`src/rtl/core/length_prefixed_frame_receiver_macros.svh`:
```
// Assertion macros shared by the frame receiver RTL.
`ifndef LENGTH_PREFIXED_FRAME_RECEIVER_MACROS_SVH
`define LENGTH_PREFIXED_FRAME_RECEIVER_MACROS_SVH

`ifndef SYNTHESIS
`define LPFR_ASSERT(label, prop, msg) \
  label: assert property (@(posedge clk) disable iff (rst) prop) else $error(msg);
`define LPFR_ASSERT_ALWAYS(label, prop, msg) \
  label: assert property (@(posedge clk) prop) else $error(msg);
`else
`define LPFR_ASSERT(label, prop, msg)
`define LPFR_ASSERT_ALWAYS(label, prop, msg)
`endif

`endif

```
`src/rtl/core/lpfr_pkg.sv`:
```
// Types and constants of the length-prefixed frame receiver.
package lpfr_pkg;

  localparam int CMD_W  = 2;
  localparam int BYTE_W = 8;
  localparam int IDX_W  = 7;

  localparam logic [CMD_W-1:0] CMD_BYTE    = 2'd0;
  localparam logic [CMD_W-1:0] CMD_READ    = 2'd1;
  localparam logic [CMD_W-1:0] CMD_RELEASE = 2'd2;

  localparam int HEAD_BYTES = 2;

  typedef struct packed {
    logic              is_entry;
    logic [BYTE_W-1:0] flag_data;
    logic              frame_done;
    logic              frame_aborted;
    logic              done_buffer;
    logic              byte_dropped;
    logic [1:0]        full_mask;
  } lpfr_stat_t;

endpackage

```
`src/rtl/core/lpfr_if.sv`:
```
// Request and response channel interfaces of the frame receiver.
interface lpfr_req_if;
  logic                        valid;
  logic                        ready;
  logic [lpfr_pkg::CMD_W-1:0]  cmd;
  logic [lpfr_pkg::BYTE_W-1:0] rx_byte;
  logic                        buffer_select;
  logic [lpfr_pkg::IDX_W-1:0]  read_index;

  modport source (output valid, cmd, rx_byte, buffer_select, read_index, input ready);
  modport sink   (input valid, cmd, rx_byte, buffer_select, read_index, output ready);
endinterface

interface lpfr_rsp_if;
  logic                        valid;
  logic                        ready;
  logic [lpfr_pkg::BYTE_W-1:0] read_data;
  logic                        frame_done;
  logic                        frame_aborted;
  logic                        done_buffer;
  logic                        byte_dropped;
  logic [1:0]                  full_mask;

  modport source (output valid, read_data, frame_done, frame_aborted, done_buffer,
                  byte_dropped, full_mask, input ready);
  modport sink   (input valid, read_data, frame_done, frame_aborted, done_buffer,
                  byte_dropped, full_mask, output ready);
endinterface

```
`src/rtl/core/lpfr_ram.sv`:
```
// Generic single-write, single-read RAM with registered read data.
module lpfr_ram #(
  parameter int WIDTH = 8,
  parameter int DEPTH = 130
) (
  input  logic                     clk,
  input  logic                     we,
  input  logic [$clog2(DEPTH)-1:0] waddr,
  input  logic [WIDTH-1:0]         wdata,
  input  logic                     re,
  input  logic [$clog2(DEPTH)-1:0] raddr,
  output logic [WIDTH-1:0]         rdata
);

  logic [WIDTH-1:0] mem [DEPTH];

  always_ff @(posedge clk) begin
    if (we) begin
      mem[waddr] <= wdata;
    end
    if (re) begin
      rdata <= mem[raddr];
    end
  end

endmodule

```
`src/rtl/core/lpfr_ctrl.sv`:
```
// Frame tracking, buffer flags and frame store address generation.
`include "length_prefixed_frame_receiver_macros.svh"

module lpfr_ctrl #(
  parameter int MAX_FRAME = 65
) (
  input  logic                                 clk,
  input  logic                                 rst,
  input  logic                                 accept,
  input  logic [lpfr_pkg::CMD_W-1:0]           cmd,
  input  logic [lpfr_pkg::BYTE_W-1:0]          rx_byte,
  input  logic                                 buffer_select,
  input  logic [lpfr_pkg::IDX_W-1:0]           read_index,
  output logic                                 mem_we,
  output logic [$clog2(2*MAX_FRAME)-1:0]       mem_waddr,
  output logic [lpfr_pkg::BYTE_W-1:0]          mem_wdata,
  output logic                                 mem_re,
  output logic [$clog2(2*MAX_FRAME)-1:0]       mem_raddr,
  output lpfr_pkg::lpfr_stat_t                 stat
);

  import lpfr_pkg::*;

  localparam int PW = $clog2(MAX_FRAME + 1);
  localparam int AW = $clog2(2 * MAX_FRAME);
  localparam logic [BYTE_W-1:0] LEN_MAX = BYTE_W'(MAX_FRAME - HEAD_BYTES);

  logic [BYTE_W-1:0] buffer_flags [2];
  logic [BYTE_W-1:0] buffer_flags_next [2];
  logic [PW-1:0]     byte_position;
  logic [PW-1:0]     expected_count;
  logic              target_buffer;

  logic              is_byte;
  logic              is_read;
  logic              is_release;
  logic              frame_start;
  logic [1:0]        flag_nz;
  logic              sel_buf;
  logic              take;
  logic [PW-1:0]     pos;
  logic [BYTE_W-1:0] len_clamped;
  logic [PW-1:0]     exp_eff;
  logic              all_in;
  logic              close;
  logic [BYTE_W-1:0] flag_val;
  logic              byte_commit;
  logic              idx_entry;

  assign is_byte     = (cmd == CMD_BYTE);
  assign is_read     = (cmd == CMD_READ);
  assign is_release  = (cmd == CMD_RELEASE);
  assign frame_start = (byte_position == '0);
  assign flag_nz[0]  = (buffer_flags[0] != '0);
  assign flag_nz[1]  = (buffer_flags[1] != '0);
  assign sel_buf     = frame_start ? flag_nz[0] : target_buffer;
  assign take        = !(frame_start && flag_nz[0] && flag_nz[1]);
  assign pos         = byte_position + PW'(1);
  assign len_clamped = (rx_byte > LEN_MAX) ? LEN_MAX : rx_byte;
  assign exp_eff     = (pos == PW'(HEAD_BYTES)) ? PW'(len_clamped + BYTE_W'(HEAD_BYTES))
                                                : expected_count;
  assign all_in      = (pos == exp_eff);
  assign close       = all_in || (rx_byte == '0);
  assign flag_val    = {!all_in, 7'(pos)};
  assign byte_commit = accept && is_byte && take;
  assign idx_entry   = (read_index != '0) && (read_index <= IDX_W'(MAX_FRAME));

  assign mem_we    = byte_commit;
  assign mem_waddr = AW'(byte_position) + (sel_buf ? AW'(MAX_FRAME) : AW'(0));
  assign mem_wdata = rx_byte;
  assign mem_re    = accept && is_read && idx_entry;
  assign mem_raddr = AW'(read_index - IDX_W'(1)) + (buffer_select ? AW'(MAX_FRAME) : AW'(0));

  always_comb begin
    buffer_flags_next[0] = buffer_flags[0];
    buffer_flags_next[1] = buffer_flags[1];
    if (byte_commit && close) begin
      buffer_flags_next[sel_buf] = flag_val;
    end else if (accept && is_release) begin
      buffer_flags_next[buffer_select] = '0;
    end
  end

  always_comb begin
    stat.is_entry      = is_read && idx_entry;
    stat.flag_data     = (is_read && read_index == '0) ? buffer_flags[buffer_select] : '0;
    stat.frame_done    = is_byte && take && close;
    stat.frame_aborted = is_byte && take && close && !all_in;
    stat.done_buffer   = is_byte && take && close && sel_buf;
    stat.byte_dropped  = is_byte && !take;
    stat.full_mask     = {buffer_flags_next[1] != '0, buffer_flags_next[0] != '0};
  end

  always_ff @(posedge clk) begin
    if (rst) begin
      buffer_flags[0] <= '0;
      buffer_flags[1] <= '0;
      byte_position   <= '0;
      expected_count  <= PW'(MAX_FRAME);
      target_buffer   <= 1'b0;
    end else begin
      if (accept) begin
        buffer_flags[0] <= buffer_flags_next[0];
        buffer_flags[1] <= buffer_flags_next[1];
      end
      if (byte_commit) begin
        target_buffer <= sel_buf;
        if (close) begin
          byte_position  <= '0;
          expected_count <= PW'(MAX_FRAME);
        end else begin
          byte_position  <= pos;
          expected_count <= exp_eff;
        end
      end
    end
  end

  `LPFR_ASSERT(a_pos_below_expected, byte_position < expected_count, "frame position overran expected count")
  `LPFR_ASSERT(a_expected_range, (expected_count >= PW'(HEAD_BYTES)) && (expected_count <= PW'(MAX_FRAME)), "expected count out of range")
  `LPFR_ASSERT(a_target_free, (byte_position != '0) |-> (buffer_flags[target_buffer] == '0), "frame in progress on a full buffer")

endmodule

```
`src/rtl/core/length_prefixed_frame_receiver.sv`:
```
// Stages a and o are registered. One transaction per cycle unless rsp.ready stalls
// the output; the single write port of the frame store takes one byte per cycle and its
// one read port serves one entry read per cycle.
// Reset (synchronous, active high) empties both buffer flags, clears the frame
// position and pipeline valids; the frame store itself is not cleared.
`include "length_prefixed_frame_receiver_macros.svh"

module length_prefixed_frame_receiver #(
  parameter int MAX_FRAME = 65
) (
  input logic clk,
  input logic rst,
  lpfr_req_if.sink   req,
  lpfr_rsp_if.source rsp
);

  import lpfr_pkg::*;

  localparam int AW = $clog2(2 * MAX_FRAME);

  logic              accept;
  logic              mem_we;
  logic [AW-1:0]     mem_waddr;
  logic [BYTE_W-1:0] mem_wdata;
  logic              mem_re;
  logic [AW-1:0]     mem_raddr;
  logic [BYTE_W-1:0] mem_rdata;
  lpfr_stat_t        stat;

  logic              a_valid;
  lpfr_stat_t        a_stat;
  logic              a_adv;

  logic              o_valid;
  logic [BYTE_W-1:0] o_read_data;
  lpfr_stat_t        o_stat;

  assign a_adv     = a_valid && (!o_valid || rsp.ready);
  assign req.ready = !a_valid || a_adv;
  assign accept    = req.valid && req.ready;

  lpfr_ctrl #(
    .MAX_FRAME(MAX_FRAME)
  ) u_ctrl (
    .clk          (clk),
    .rst          (rst),
    .accept       (accept),
    .cmd          (req.cmd),
    .rx_byte      (req.rx_byte),
    .buffer_select(req.buffer_select),
    .read_index   (req.read_index),
    .mem_we       (mem_we),
    .mem_waddr    (mem_waddr),
    .mem_wdata    (mem_wdata),
    .mem_re       (mem_re),
    .mem_raddr    (mem_raddr),
    .stat         (stat)
  );

  lpfr_ram #(
    .WIDTH(BYTE_W),
    .DEPTH(2 * MAX_FRAME)
  ) u_store (
    .clk  (clk),
    .we   (mem_we),
    .waddr(mem_waddr),
    .wdata(mem_wdata),
    .re   (mem_re),
    .raddr(mem_raddr),
    .rdata(mem_rdata)
  );

  always_ff @(posedge clk) begin
    if (rst) begin
      a_valid <= 1'b0;
      o_valid <= 1'b0;
    end else begin
      if (req.ready) begin
        a_valid <= req.valid;
      end
      if (a_adv) begin
        o_valid <= 1'b1;
      end else if (rsp.ready) begin
        o_valid <= 1'b0;
      end
    end
  end

  always_ff @(posedge clk) begin
    if (accept) begin
      a_stat <= stat;
    end
    if (a_adv) begin
      o_stat      <= a_stat;
      o_read_data <= a_stat.is_entry ? mem_rdata : a_stat.flag_data;
    end
  end

  assign rsp.valid         = o_valid;
  assign rsp.read_data     = o_read_data;
  assign rsp.frame_done    = o_stat.frame_done;
  assign rsp.frame_aborted = o_stat.frame_aborted;
  assign rsp.done_buffer   = o_stat.done_buffer;
  assign rsp.byte_dropped  = o_stat.byte_dropped;
  assign rsp.full_mask     = o_stat.full_mask;

  `LPFR_ASSERT(a_stage_holds, (a_valid && !a_adv) |=> a_valid, "pending transaction lost in stage")
  `LPFR_ASSERT(a_done_sets_full, (o_valid && o_stat.frame_done) |-> o_stat.full_mask[o_stat.done_buffer], "closed frame left its buffer empty")
  `LPFR_ASSERT(a_done_not_dropped, o_valid |-> !(o_stat.frame_done && o_stat.byte_dropped), "byte both dropped and closing a frame")

endmodule

```
`src/flat_wrapper.sv`:
```
// flat-port wrapper written by rule: the top's interface ports become plain ports
module length_prefixed_frame_receiver_flat import lpfr_pkg::*;
#(
  parameter int MAX_FRAME = 65
)
  (clk, rst, req_valid, req_cmd, req_rx_byte, req_buffer_select, req_read_index, req_ready, rsp_valid, rsp_read_data, rsp_frame_done, rsp_frame_aborted, rsp_done_buffer, rsp_byte_dropped, rsp_full_mask, rsp_ready);
  lpfr_req_if req_i ();
  lpfr_rsp_if rsp_i ();
  input logic clk;
  input logic rst;
  input wire logic [$bits(req_i.valid)-1:0] req_valid;
  input wire logic [$bits(req_i.cmd)-1:0] req_cmd;
  input wire logic [$bits(req_i.rx_byte)-1:0] req_rx_byte;
  input wire logic [$bits(req_i.buffer_select)-1:0] req_buffer_select;
  input wire logic [$bits(req_i.read_index)-1:0] req_read_index;
  output wire logic [$bits(req_i.ready)-1:0] req_ready;
  output wire logic [$bits(rsp_i.valid)-1:0] rsp_valid;
  output wire logic [$bits(rsp_i.read_data)-1:0] rsp_read_data;
  output wire logic [$bits(rsp_i.frame_done)-1:0] rsp_frame_done;
  output wire logic [$bits(rsp_i.frame_aborted)-1:0] rsp_frame_aborted;
  output wire logic [$bits(rsp_i.done_buffer)-1:0] rsp_done_buffer;
  output wire logic [$bits(rsp_i.byte_dropped)-1:0] rsp_byte_dropped;
  output wire logic [$bits(rsp_i.full_mask)-1:0] rsp_full_mask;
  input wire logic [$bits(rsp_i.ready)-1:0] rsp_ready;
  assign req_i.valid = req_valid;
  assign req_i.cmd = req_cmd;
  assign req_i.rx_byte = req_rx_byte;
  assign req_i.buffer_select = req_buffer_select;
  assign req_i.read_index = req_read_index;
  assign req_ready = req_i.ready;
  assign rsp_valid = rsp_i.valid;
  assign rsp_read_data = rsp_i.read_data;
  assign rsp_frame_done = rsp_i.frame_done;
  assign rsp_frame_aborted = rsp_i.frame_aborted;
  assign rsp_done_buffer = rsp_i.done_buffer;
  assign rsp_byte_dropped = rsp_i.byte_dropped;
  assign rsp_full_mask = rsp_i.full_mask;
  assign rsp_i.ready = rsp_ready;
  length_prefixed_frame_receiver #(.MAX_FRAME(MAX_FRAME)) u_core (.clk(clk), .rst(rst), .req(req_i), .rsp(rsp_i));
endmodule
```
`config.mk`:
```
export PLATFORM = sky130hd
export DESIGN_NAME = length_prefixed_frame_receiver_flat
export DESIGN_NICKNAME = d
export VERILOG_FILES = /design/src/rtl/core/lpfr_pkg.sv /design/src/rtl/core/lpfr_if.sv /design/src/rtl/core/lpfr_ram.sv /design/src/rtl/core/lpfr_ctrl.sv /design/src/rtl/core/length_prefixed_frame_receiver.sv /design/src/flat_wrapper.sv
export VERILOG_INCLUDE_DIRS = /design/src /design/src/rtl/core
export SDC_FILE = /design/constraint.sdc
export NUM_CORES = 1
export LEC_CHECK = 0
export BUFFER_PORTS_ARGS = -buffer_cell sky130_fd_sc_hd__clkbuf_2
export CAP_MARGIN = 20
export CORE_MARGIN = 2
export CORE_UTILIZATION = 30
export DETAILED_ROUTE_END_ITERATION = 6
export GPL_ROUTABILITY_DRIVEN = 0
export MAX_ROUTING_LAYER = met4
export PLACE_DENSITY = 0.49
export SETUP_SLACK_MARGIN = 0.15
export SKIP_CTS_REPAIR_TIMING = 1
export SLEW_MARGIN = 25
export SYNTH_ARGS = -nofsm -noshare
export SYNTH_HDL_FRONTEND = slang
export SYNTH_SLANG_ARGS = --single-unit
```
`constraint.sdc`:
```
create_clock -name clk -period 7.4 [get_ports clk]
set_input_delay 0.74 -clock clk [delete_from_list [all_inputs] [get_ports clk]]
set_output_delay 0.74 -clock clk [all_outputs]
set_load 0.03 [all_outputs]
```
==> results.json <==
{
  "status": "complete, no violations",
  "yosysMostFrequentCell": "edfxtp_1",
  "synth_top_area_share": 0.7379,
  "clk_path_buf_depth": 3,
  "grt_pass1_wl_mm": 168.8,
  "setup.worst_path.class": "flop to flop",
  "synth-edff-count": 1093,
  "wl_per_cell_um": 27.67,
  "vdd_drop_max_v": 0.0001834,
  "cts_sinks": 1110,
  "clock.fmax_mhz": 171.1,
  "drive_gt1_frac": 0.2797,
  "p_switching_w": 0.003267,
  "worst_hold_path.endpoint": "u_core.a_valid$_SDFFE_PP0N_",
  "fin_hold_ws_ps": 271.1,
  "critical_path.startpoint_type": "flop",
  "yosysSeqAreaShare": 0.7455,
  "power.leakage_nw": 15.72,
  "pin_count": 38,
  "io_buffers": 37,
  "max_cap_viol_count": 0,
  "required_ps": 7750,
  "synth.area.top_cells": "edfxtp_1 (74%), mux4_2 (17%), nor2_1 (1.5%)",
  "final_hold_viol_count": 0,
  "nets": 2258,
  "p_comb_frac": 0.098,
  "fp-row-count": 141,
  "grt_max_degree": 98,
  "cts_inserted_buffers": 116,
  "core_area_sq_um": 147500,
  "p_seq_frac": 0.488,
  "avgViaCountPerCell": 5.050,
  "post-route-period-util": 0.7900,
  "cts-htree-levels": 3,
  "tightest_slew_ps": 1060,
  "slew_violations": 0,
  "rsz0062_at_grt": "false",
  "syn-cell-area_sq_um": 44480,
  "synth_common_cells": "edfxtp_1 (1093), mux4_2 (336), nor2_1 (175), clkbuf_1 (72), nand2_1 (72)",
  "synthFlopType": "edfxtp_1",
  "hold_class": "primary input to flop",
  "r2r_setup_slack_ps": 1550,
  "end_kind": "flop",
  "synth_fp_nets": 2146,
  "hold_depth": 3,
  "clkPwrFrac": 0.413,
  "cts_root_buf": "clkbuf_16",
  "dieHeight_um": 389.1,
  "pwr_density_cell_nw_per_um2": 277.4,
  "synthCells": 2103,
  "cp.arrival_ps": 6200,
  "drt_iter0_drc": 2354,
  "p_int_w": 0.01095,
  "synth_warnings": 0,
  "vias": 21470,
  "synth-seq-cells": 1110,
  "grt_overflow": 0,
  "drt-total-wl_mm": 117.6,
  "setup_tns_ps": 0,
  "sw_frac_of_total": 0.2299,
  "drc": 0,
  "cp_max_fo": 16,
  "initial_core_util": 0.3016,
  "ant_nets": 0,
  "max-slew-margin-rel": 0.2916,
  "cts_tree": "done",
  "drt_pre_antenna_iters": 5,
  "dieArea_sq_um": 151400,
  "insertion_delay_ps": 730,
  "fp.dieW_um": 389.1,
  "synth_top_area_cell": "edfxtp_1",
  "ys_types": 70,
  "syn_to_final_growth_pct": 15.19,
  "grtUsageTotal": 0.1600,
  "dp_hpwl_mm": 74.08,
  "finalSetupViolCount": 0,
  "synth-async-reset-ratio": 0,
  "r2r.worst_path.cells": 15,
  "worstReg2RegEnd": "u_core.u_store.mem[107][3]$_DFFE_PP_",
  "skew_ps": 24.87,
  "finalCriticalPeriod_ps": 5846,
  "grt_pass1_vias": 22070,
  "grt_antenna_before_repair": 10,
  "min_from": "req_valid",
  "avgSynthCellArea_sq_um": 21.15,
  "r2r-start": "u_core.u_ctrl.byte_position[0]$_SDFFE_PP0P_",
  "cts.reportedPaths.clkPinSlew_ps": 60
}
[registers in the layout, summed over array words and instances, names as in the netlist]
signal and flops:
u_core.u_store.mem 1040, u_core.u_ctrl.buffer_flags 16, u_core.a_stat 15, u_core.rsp.read_data 8
u_core.u_store.rdata 8, u_core.u_ctrl.byte_position 7, u_core.u_ctrl.expected_count 7, u_core.rsp.full_mask 2
u_core.a_valid 1, u_core.rsp.byte_dropped 1, u_core.rsp.done_buffer 1, u_core.rsp.frame_aborted 1
u_core.rsp.frame_done 1, u_core.rsp.valid 1, u_core.u_ctrl.target_buffer 1
[worst max-delay path by stage]
stage,startpoint,endpoint,slack (ps)
global placement,u_core.u_ctrl.buffer_flags[0][3]$_SDFFCE_PN0P_,u_core.u_store.mem[53][1]$_DFFE_PP_,1420
floorplan,req_buffer_select,u_core.u_store.rdata[0]$_DFFE_PP_,2530
global route,u_core.u_ctrl.byte_position[0]$_SDFFE_PP0P_,u_core.u_store.mem[107][3]$_DFFE_PP_,1130
finish,u_core.u_ctrl.byte_position[0]$_SDFFE_PP0P_,u_core.u_store.mem[107][3]$_DFFE_PP_,1550
CTS,u_core.u_ctrl.buffer_flags[0][3]$_SDFFCE_PN0P_,u_core.u_store.mem[107][3]$_DFFE_PP_,1690
detailed placement,req_buffer_select,u_core.u_store.rdata[4]$_DFFE_PP_,1720
[power groups by stage]
stage,Combinational (W),Clock (W),Sequential [W]
after floorplan,0.000827,0,0.00708
after global placement,0.00142,0,0.00708
after detailed placement,0.00142,0,0.00708
after CTS,0.00143,0.00601,0.00694
after global routing,0.00148,0.00626,0.00694
final,0.00140,0.00587,0.00694
[through the flow]
stage	instance area [sq um]	utilization	total power, W	setup slack (ps)	instances
2_1_floorplan	44480	-	0.007906	2526	2103
3_3_place_gp	47320	0.3208	0.008497	1417	4026
3_5_place_dp	47330	0.3209	0.008501	1715	4026
4_1_cts	51200	0.3471	0.01438	1689	4246
5_1_grt	51230	0.3473	0.01468	1125	4248
6_report	51240	0.3474	0.01421	1554	4251
[worst max-delay path, stage by stage (launching register included)]
cell and delay (ps):
dfxtp_1 610, inv_1 200, ha_1 240, nand4b_1 190
nor2_1 100, a21oi_1 440, inv_1 220, ha_1 250
ha_1 260, nand3_1 160, nor2_1 120, a21oi_1 170
mux2i_1 100, o21ai_0 790, nand2_1 790, nor2_1 800
[layer usage]
layer,vias up,part of all wire,routed length [um],GRT usage
met3,124,0.054,6352,0.02514
met1,11620,0.44,51620,0.2158
met2,718,0.49,57850,0.2561
li1,9003,-,-,-
met5,-,0,0,-
met4,0,0.015,1815,0.03636
[cell families (layout without fill, tap and decap cells)]
kind of cell / count (synthesis) / after routing / synth area share
flip-flops: 1110 / 1110 / 0.7455
multiplexers: 396 / 396 / 0.1841
AND/OR/NAND/NOR: 342 / 342 / 0.03421
buffers and inverters: 127 / 341 / 0.01153
AO/OA/AOI/OAI: 88 / 88 / 0.01452
adder cells (fa/ha/maj): 21 / 21 / 0.006076
XOR/XNOR: 19 / 19 / 0.004079
other: 0 / 4 / 0
[area by class of cell]
| type | instances | area (sq um) |
|---|---|---|
| Fill cell | 13570 | 96250 |
| Sequential cell | 1110 | 33160 |
| Multi-Input combinational cell | 866 | 10890 |
| Clock buffer | 133 | 3030 |
| Tap cell | 1930 | 2415 |
| Clock inverter | 87 | 835.8 |
| Timing Repair Buffer | 100 | 818.3 |
| Inverter | 21 | 78.83 |
| Antenna cell | 4 | 10.01 |
[cell usage in the layout, fill, tap and decap left out, drive strengths merged, types with 9 or more instances in the layout]
cell | Yosys | layout
mux2 | 9 | 9
buf | 33 | 71
xnor2 | 11 | 11
mux2i | 51 | 51
bufinv | 0 | 14
clkinv | 0 | 61
a21oi | 30 | 30
mux4 | 336 | 336
nand2 | 73 | 73
nand3 | 25 | 25
dfxtp | 17 | 17
clkbuf | 73 | 162
nor3 | 15 | 15
ha | 20 | 20
nor2 | 175 | 175
inv | 21 | 25
edfxtp | 1093 | 1093
Power figures use the tool's default switching activity.
